==> src/lsf_pkg.sv <==
// Shared types and constants for the line substring filter.
// Holds the request, result and configuration write structs, the store write
// struct and the front-to-back line descriptor. No dependencies.
package lsf_pkg;

  // Configuration port geometry and register indexes.
  localparam int DATA_W    = 64;
  localparam int REG_IDX_W = 2;
  localparam int LEN_W     = 5;

  localparam logic [REG_IDX_W-1:0] REG_NEEDLE_LOW    = 2'd0;
  localparam logic [REG_IDX_W-1:0] REG_NEEDLE_HIGH   = 2'd1;
  localparam logic [REG_IDX_W-1:0] REG_NEEDLE_LENGTH = 2'd2;

  // Needle bytes held by the two needle registers.
  localparam int NEEDLE_BYTES = 16;

  // Field widths that cover the whole supported range of line lengths.
  localparam int LINE_LEN_W  = 7;
  localparam int STORE_IDX_W = 6;

  // Byte codes with special meaning.
  localparam logic [7:0] NEWLINE_BYTE = 8'h0A;
  localparam logic [7:0] ZERO_BYTE    = 8'h00;

  // One input request.
  typedef struct packed {
    logic [7:0] in_byte;
    logic       end_of_stream;
  } in_item_t;

  // One result.
  typedef struct packed {
    logic [7:0] out_byte;
    logic       last_of_line;
  } out_item_t;

  // One configuration write.
  typedef struct packed {
    logic                 en;
    logic [REG_IDX_W-1:0] index;
    logic [DATA_W-1:0]    data;
  } cfg_wr_t;

  // A closed line that must be emitted: which store bank and how many bytes.
  typedef struct packed {
    logic                  bank;
    logic [LINE_LEN_W-1:0] length;
  } line_desc_t;

  // One write into the line store.
  typedef struct packed {
    logic                   en;
    logic                   bank;
    logic [STORE_IDX_W-1:0] index;
    logic [7:0]             data;
  } store_wr_t;

endpackage

==> src/lsf_front.sv <==
// Front part of the line substring filter: configuration registers, line
// gathering, sliding window match and line close detection.
// Depends on lsf_pkg.
module lsf_front
  import lsf_pkg::*;
#(
  parameter int LINE_MAX   = 64,
  parameter int NEEDLE_MAX = 16
) (
  input  logic       clk,
  input  logic       rst,
  input  cfg_wr_t    cfg,
  input  logic       accept,
  input  in_item_t   item,
  output store_wr_t  store_wr,
  output logic       desc_push,
  output line_desc_t desc
);

  localparam int CNT_W = $clog2(LINE_MAX);

  logic [DATA_W-1:0] needle_low;
  logic [DATA_W-1:0] needle_high;
  logic [LEN_W-1:0]  needle_length;

  logic [CNT_W-1:0]  count;
  logic [7:0]        window [NEEDLE_MAX];
  logic              match;
  logic              zero_seen;
  logic              bank;

  logic [CNT_W-1:0]  count_next;
  logic [7:0]        window_next [NEEDLE_MAX];
  logic              zero_seen_next;
  logic              match_next;
  logic [LEN_W-1:0]  len_used;
  logic [7:0]        needle_byte [NEEDLE_BYTES];
  logic              hit;
  logic              is_byte;
  logic              byte_close;
  logic              eos_close;

  // Configuration registers.
  always_ff @(posedge clk) begin
    if (rst) begin
      needle_low    <= '0;
      needle_high   <= '0;
      needle_length <= '0;
    end else if (cfg.en) begin
      unique case (cfg.index)
        REG_NEEDLE_LOW:    needle_low    <= cfg.data;
        REG_NEEDLE_HIGH:   needle_high   <= cfg.data;
        REG_NEEDLE_LENGTH: needle_length <= cfg.data[LEN_W-1:0];
        default: ;
      endcase
    end
  end

  // Needle length in use, clamped to the window size.
  assign len_used = (needle_length > LEN_W'(NEEDLE_MAX)) ? LEN_W'(NEEDLE_MAX)
                                                         : needle_length;

  // Needle bytes in order, byte zero first.
  always_comb begin
    for (int k = 0; k < NEEDLE_BYTES; k++) begin
      needle_byte[k] = (k < 8) ? needle_low[8*(k%8) +: 8] : needle_high[8*(k%8) +: 8];
    end
  end

  // Window after taking the incoming byte; entry zero is the newest byte.
  always_comb begin
    window_next[0] = item.in_byte;
    for (int k = 1; k < NEEDLE_MAX; k++) begin
      window_next[k] = window[k-1];
    end
  end

  // Compare the newest bytes against the needle, newest against its last byte.
  always_comb begin
    logic [LEN_W-1:0] pos;
    hit = 1'b1;
    for (int j = 0; j < NEEDLE_MAX; j++) begin
      pos = len_used - LEN_W'(j) - LEN_W'(1);
      if (LEN_W'(j) < len_used) begin
        if (window_next[j] != needle_byte[pos[3:0]]) begin
          hit = 1'b0;
        end
      end
    end
  end

  // Line state after a data byte.
  assign is_byte        = accept && !item.end_of_stream;
  assign count_next     = count + CNT_W'(1);
  assign zero_seen_next = zero_seen || (item.in_byte == ZERO_BYTE);
  assign match_next     = match || (!zero_seen_next && (len_used != '0) &&
                                    (32'(count_next) >= 32'(len_used)) && hit);

  // Line close on a newline, on a full store, or on end of stream.
  assign byte_close = is_byte && ((item.in_byte == NEWLINE_BYTE) ||
                                  (count_next >= CNT_W'(LINE_MAX - 1)));
  assign eos_close  = accept && item.end_of_stream && (count != '0);

  // Store write for every data byte and descriptor for a matching line.
  always_comb begin
    store_wr.en    = is_byte;
    store_wr.bank  = bank;
    store_wr.index = STORE_IDX_W'(count);
    store_wr.data  = item.in_byte;

    desc.bank = bank;
    if (byte_close) begin
      desc.length = LINE_LEN_W'(count_next);
      desc_push   = match_next && (len_used != '0);
    end else begin
      desc.length = LINE_LEN_W'(count);
      desc_push   = eos_close && match && (len_used != '0);
    end
  end

  // Line state registers.
  always_ff @(posedge clk) begin
    if (rst) begin
      count     <= '0;
      match     <= 1'b0;
      zero_seen <= 1'b0;
      bank      <= 1'b0;
      for (int k = 0; k < NEEDLE_MAX; k++) begin
        window[k] <= '0;
      end
    end else begin
      if (desc_push) begin
        bank <= !bank;
      end
      if (byte_close || (accept && item.end_of_stream)) begin
        count     <= '0;
        match     <= 1'b0;
        zero_seen <= 1'b0;
        for (int k = 0; k < NEEDLE_MAX; k++) begin
          window[k] <= '0;
        end
      end else if (is_byte) begin
        count     <= count_next;
        match     <= match_next;
        zero_seen <= zero_seen_next;
        for (int k = 0; k < NEEDLE_MAX; k++) begin
          window[k] <= window_next[k];
        end
      end
    end
  end

endmodule

==> src/lsf_line_queue.sv <==
// Two-entry queue of matching-line descriptors between front and back.
// One entry per store bank. Depends on lsf_pkg.
module lsf_line_queue
  import lsf_pkg::*;
(
  input  logic       clk,
  input  logic       rst,
  input  logic       push,
  input  line_desc_t desc_in,
  input  logic       pop,
  output line_desc_t head,
  output logic       head_valid,
  output logic       full
);

  line_desc_t  entries [2];
  logic        wptr;
  logic        rptr;
  logic [1:0]  fill;

  assign head       = entries[rptr];
  assign head_valid = (fill != 2'd0);
  assign full       = (fill == 2'd2);

  // Payload storage.
  always_ff @(posedge clk) begin
    if (push) begin
      entries[wptr] <= desc_in;
    end
  end

  // Pointers and fill level.
  always_ff @(posedge clk) begin
    if (rst) begin
      wptr <= 1'b0;
      rptr <= 1'b0;
      fill <= 2'd0;
    end else begin
      if (push) begin
        wptr <= !wptr;
      end
      if (pop) begin
        rptr <= !rptr;
      end
      fill <= fill + 2'(push) - 2'(pop);
    end
  end

endmodule

==> src/lsf_back.sv <==
// Back part of the line substring filter: the two-bank line store and the
// readout that replays a matching line into a two-entry result buffer.
// Depends on lsf_pkg.
module lsf_back
  import lsf_pkg::*;
#(
  parameter int LINE_MAX = 64
) (
  input  logic       clk,
  input  logic       rst,
  input  store_wr_t  store_wr,
  input  line_desc_t head,
  input  logic       head_valid,
  output logic       line_done,
  input  logic       pop,
  output logic       empty,
  output out_item_t  result
);

  localparam int DEPTH  = LINE_MAX - 1;
  localparam int ADDR_W = (DEPTH > 1) ? $clog2(DEPTH) : 1;

  logic [7:0]      mem [2][DEPTH];
  logic [ADDR_W-1:0] rd_idx;
  logic [7:0]      rd_data;
  logic            rd_last;
  logic            inflight;
  logic            issue;
  logic            last;

  out_item_t       obuf [2];
  logic            owptr;
  logic            orptr;
  logic [1:0]      ocount;
  logic            pop_fire;
  logic [2:0]      credit_use;

  // Line store write port.
  always_ff @(posedge clk) begin
    if (store_wr.en) begin
      mem[store_wr.bank][store_wr.index[ADDR_W-1:0]] <= store_wr.data;
    end
  end

  // Issue a read when the result buffer has room for it after this cycle.
  assign pop_fire   = pop && (ocount != 2'd0);
  assign credit_use = 3'(ocount) + 3'(inflight) - 3'(pop_fire);
  assign issue      = head_valid && (credit_use < 3'd2);
  assign last       = ((LINE_LEN_W'(rd_idx) + LINE_LEN_W'(1)) == head.length);
  assign line_done  = issue && last;

  // Line store read port, registered.
  always_ff @(posedge clk) begin
    if (issue) begin
      rd_data <= mem[head.bank][rd_idx];
      rd_last <= last;
    end
  end

  // Read index and read-in-flight flag.
  always_ff @(posedge clk) begin
    if (rst) begin
      rd_idx   <= '0;
      inflight <= 1'b0;
    end else begin
      inflight <= issue;
      if (issue) begin
        rd_idx <= last ? '0 : rd_idx + ADDR_W'(1);
      end
    end
  end

  // Result buffer payload.
  always_ff @(posedge clk) begin
    if (inflight) begin
      obuf[owptr] <= '{out_byte: rd_data, last_of_line: rd_last};
    end
  end

  // Result buffer pointers.
  always_ff @(posedge clk) begin
    if (rst) begin
      owptr  <= 1'b0;
      orptr  <= 1'b0;
      ocount <= 2'd0;
    end else begin
      if (inflight) begin
        owptr <= !owptr;
      end
      if (pop_fire) begin
        orptr <= !orptr;
      end
      ocount <= ocount + 2'(inflight) - 2'(pop_fire);
    end
  end

  assign empty  = (ocount == 2'd0);
  assign result = obuf[orptr];

endmodule

==> src/line_substring_filter_core.sv <==
// Line substring filter: one byte request accepted per cycle while full is low.
// With no older line pending, the first byte of a matching line passes the line
// queue, the store read register and the result buffer to the result ports; the
// line then streams one byte per cycle while pop is held. full is high while two
// matching lines hold both store banks, until the older one has been read out.
// Synchronous reset clears line state, needle registers and queues, not the store.
module line_substring_filter_core
  import lsf_pkg::*;
#(
  parameter int LINE_MAX   = 64,
  parameter int NEEDLE_MAX = 16
) (
  input  logic                 clk,
  input  logic                 rst,
  input  logic                 push,
  output logic                 full,
  input  in_item_t             item,
  output logic                 empty,
  input  logic                 pop,
  output out_item_t            result,
  input  logic                 write_enable,
  input  logic [REG_IDX_W-1:0] reg_index,
  input  logic [DATA_W-1:0]    write_data
);

  cfg_wr_t    cfg;
  store_wr_t  store_wr;
  line_desc_t desc;
  line_desc_t head;
  logic       desc_push;
  logic       head_valid;
  logic       line_done;
  logic       accept;

  // Configuration write and request acceptance.
  assign cfg    = '{en: write_enable, index: reg_index, data: write_data};
  assign accept = push && !full;

  lsf_front #(
    .LINE_MAX   (LINE_MAX),
    .NEEDLE_MAX (NEEDLE_MAX)
  ) u_front (
    .clk       (clk),
    .rst       (rst),
    .cfg       (cfg),
    .accept    (accept),
    .item      (item),
    .store_wr  (store_wr),
    .desc_push (desc_push),
    .desc      (desc)
  );

  lsf_line_queue u_queue (
    .clk        (clk),
    .rst        (rst),
    .push       (desc_push),
    .desc_in    (desc),
    .pop        (line_done),
    .head       (head),
    .head_valid (head_valid),
    .full       (full)
  );

  lsf_back #(
    .LINE_MAX (LINE_MAX)
  ) u_back (
    .clk        (clk),
    .rst        (rst),
    .store_wr   (store_wr),
    .head       (head),
    .head_valid (head_valid),
    .line_done  (line_done),
    .pop        (pop),
    .empty      (empty),
    .result     (result)
  );

endmodule

==> config.mk <==
export PLATFORM = sky130hd
export DESIGN_NAME = line_substring_filter_core
export DESIGN_NICKNAME = d
export VERILOG_FILES = /design/src/lsf_pkg.sv /design/src/lsf_front.sv /design/src/lsf_line_queue.sv /design/src/lsf_back.sv /design/src/line_substring_filter_core.sv
export SDC_FILE = /design/constraint.sdc
export NUM_CORES = 2
export LEC_CHECK = 0
export CORE_MARGIN = 3
export CORE_UTILIZATION = 65
export CTS_CLUSTER_SIZE = 30
export DETAILED_ROUTE_END_ITERATION = 16
export DONT_BUFFER_PORTS = 1
export GPL_TIMING_DRIVEN = 1
export PLACE_DENSITY = 0.81
export SYNTH_ARGS = -nofsm -noshare
export SYNTH_HDL_FRONTEND = slang
export SYNTH_SLANG_ARGS = --single-unit
==> constraint.sdc <==
create_clock -name clk -period 17 [get_ports clk]
set_clock_uncertainty 0.1 [all_clocks]
set_input_delay 3.4 -clock clk [delete_from_list [all_inputs] [get_ports clk]]
set_output_delay 3.4 -clock clk [all_outputs]
set_load 0.02 [all_outputs]
==> results.ini <==
[global_routing]
grt_max_degree=154
grt_pass1_vias=40820
grt_pass1_wl_um=265400
gr-total-overflow=0
grt_usage_pct=35.76
antenna_found_initial=3

[worst_setup_path]
critPathKind=flip-flop to flip-flop
r2r_end=u_queue.entries[0][1]$_DFFE_PP_
crit_start=u_front.needle_length[4]$_SDFFE_PP0P_
end_kind=flip-flop
rr_startpoint=u_front.needle_length[4]$_SDFFE_PP0P_
worst-r2r-cell-count=14
arrival_ps=7400
rrSetupSlack_ps=9850
worstSetupEndpoint=u_queue.entries[0][1]$_DFFE_PP_
cp-start-kind=flip-flop
crit_required_ps=17250
critPathMaxFanout=61

[pwr]
power_frac_seq_pct=51.7
clkPwrFrac_pct=42.6
power.density_nw_per_um2=102.9
p_leak_nw=22.88
power.switching_mw=1.559
combPwrFrac_pct=5.7
sw_frac_of_total_pct=22.22
internal-power_mw=5.457
peakVddDrop_uv=134.3

[drt]
post-route-drc-count=0
wl_um=178500
viasPerCell=7.072
ant_nets=0
dr.pass1.iters=9
via_count=42780
drtIter0Drc=6941
wl_per_cell_um=29.51

[timing]
fin_crit_ps=7150
slew_headroom_pct=8.037
setup_tns_ps=0
hold_violations=0
max_freq_mhz=139.9
worstMarginPinSlew_ps=1374
whs_ps=352.3
rsz0062_at_grt=false
setup_viol=0
fin_crit_sh_pct=42.06
drv_slew=0

[clock_network]
cts_setup_buffers=0
hold_buffers=0
cts_tree=yes
cts_root_buf=clkbuf_16
ctsResizeCount=0
cts-buffers-inserted=132
clk_pin_slew_ps=60
clock_sinks=1328
insertion_delay_ps=740
cts_max_path_buffers=3
htreeDepth=4

[layout]
final_cell_mix=1161 x edfxtp_1, 708 x nand2_1, 387 x mux2i_1, 373 x a21oi_1, 244 x nor2_1
regArea_um2=38220
mostFrequentLayoutCell=edfxtp_1
drive_gt1_share_pct=11.82
layout.cells.non_filler=6049
nets=4769
fillCellCount=6132
area_growth_pct=8.219
final_cell_area_um2=68170
multiInputGateArea_um2=23310

[logic_synthesis]
syn_area_um2=62990
yosysSeqAreaShare_pct=60.65
synth_edf_count=1161
synth.distinct_cells=92
syn_avg_cell_area_um2=13.06
async_flop_share_pct=0
synth_warnings=0
syn_inst=4825
syn_nets=4923
ys_ff_latch=1328
synth_ff_type=edfxtp_1

[place]
place_area_um2=63700
gp_congestion=1.028
dp.cells=5802
io_buffer_count=0
dpl.hpwl_um=114500

[die]
die_w_um=317.3
coreArea_um2=95580
rows=113
die-area_um2=100700
io_pins=91
start_util_pct=65.91
die_h_um=317.3

[min_path]
hold_depth=0
min_path_type=flip-flop to flip-flop

[run]
maxCapViolations=0

[status]
status=finished clean

-- flip-flops by register name, indices dropped and copies added (netlist names), 2 cells and up, named ones only --
| name | cells |
|---|---|
| u_back.mem | 1008 |
| u_back.ocount | 2 |
| u_front.needle_length | 5 |
| u_back.obuf | 18 |
| u_front.needle_high | 64 |
| u_queue.fill | 2 |
| u_back.rd_data | 8 |
| u_back.rd_idx | 6 |
| u_queue.entries | 14 |
| u_front.needle_low | 64 |
| u_front.window | 120 |
| u_front.count | 6 |
-- per-layer routing --
layer / global-route usage, % / part of all wire [%] / up-vias
li1: - / - / 18020
met1: 51.46 / 39 / 21210
met2: 53.00 / 45 / 3057
met3: 10.34 / 13 / 493
met4: 12.09 / 4.0 / 0
met5: 0 / 0 / -
-- kinds of logic (layout without fill, tap and decap cells) --
group                      count (synthesis)  count (layout)  share of synthesized area (%)
and+or+nand+nor                         1385            1385                          9.953
DFF                                     1328            1328                          60.65
AOI/OAI and AO/OA                        878             878                          8.873
muxes                                    651             651                          15.02
buffers and inverters                    380             335                          2.527
xor gates and xnor gates                 185             185                          2.606
adders and majority gates                 18              18                         0.3694
other                                      0               4                              0
-- worst min-delay path by stage --
| stage | startpoint | end | slack (ps) |
|---|---|---|---|
| 6_report | u_back.rd_data[2]$_DFFE_PP_ | u_back.obuf[1][3]$_DFFE_PP_ | 350 |
| 5_1_grt | u_back.rd_data[5]$_DFFE_PP_ | u_back.obuf[1][6]$_DFFE_PP_ | 370 |
| 4_1_cts | u_back.rd_data[5]$_DFFE_PP_ | u_back.obuf[1][6]$_DFFE_PP_ | 350 |
| 3_5_place_dp | u_back.rd_data[2]$_DFFE_PP_ | u_back.obuf[1][3]$_DFFE_PP_ | 330 |
| 3_3_place_gp | u_back.rd_data[2]$_DFFE_PP_ | u_back.obuf[1][3]$_DFFE_PP_ | 320 |
| 2_1_floorplan | u_back.rd_last$_DFFE_PP_ | u_back.obuf[0][0]$_DFFE_PP_ | 320 |
-- layout make-up --
cell class	instances	area share [%]
inverters	34	0.1946
diodes	4	0.01468
flip-flops and latches	1328	56.07
multi-input cells	3117	34.20
clock inverters	74	1.342
repair buffers	58	0.6571
well taps	1265	2.322
clock buffers	169	5.202
-- synthesized netlist by cell type, types with 13 or more instances --
cell	instances	share of area (%)
a22oi_1	19	0.23
ha_1	17	0.34
nor2b_1	17	0.17
a31oi_1	15	0.15
buf_1	51	0.30
xor2_1	68	0.95
nand3_1	60	0.48
nand2b_1	21	0.21
dfxtp_1	167	5.3
a221oi_1	17	0.24
inv_1	28	0.17
edfxtp_1	1161	55
nor3_1	44	0.35
a21oi_1	373	3.0
nand4_1	16	0.16
o2111ai_1	19	0.26
xnor2_1	115	1.6
mux2i_1	388	6.2
nor3b_1	20	0.24
o211ai_1	25	0.30
clkbuf_1	217	1.3
nand2_1	709	4.2
buf_2	62	0.49
o22ai_1	80	0.79
or3_1	60	0.60
mux2_2	29	0.52
a211oi_1	52	0.62
a21o_1	13	0.15
mux4_2	229	8.2
o221ai_1	67	0.93
nand3b_1	14	0.17
nor2_1	245	1.5
and2_1	126	1.3
o21ai_0	92	0.73
-- power groups by stage --
| stage | clock (mW) | sequential, mW | combinational [mW] |
|---|---|---|---|
| 2_1_floorplan | 0 | 3.67 | 0.281 |
| 3_3_place_gp | 0 | 3.70 | 0.375 |
| 3_5_place_dp | 0 | 3.70 | 0.379 |
| 4_1_cts | 3.01 | 3.63 | 0.381 |
| 5_1_grt | 3.14 | 3.63 | 0.416 |
| 6_report | 2.99 | 3.63 | 0.397 |
-- worst max-delay path: stages, from the launching register on --
cell and delay, ps:
dfxtp_2 820, buf_4 670, nand2b_4 470, ha_4 470, buf_4 560, mux4_2 640, mux2_2 280, o22ai_1 200
xor2_1 270, o211ai_1 130, or4_1 570, o2111ai_1 230, nor4b_4 290, a41oi_2 250, nor3_1 770
-- metrics by stage --
step,power [mW],util [%],setup slack (ps)
finish,7.016,71.32,9850
global route,7.182,71.31,9651
CTS,7.016,71.31,10020
detailed placement,4.075,66.65,10030
global placement,4.072,66.65,10120
floorplan,3.949,-,10520
Note: power is estimated with default switching activity, not from simulation.
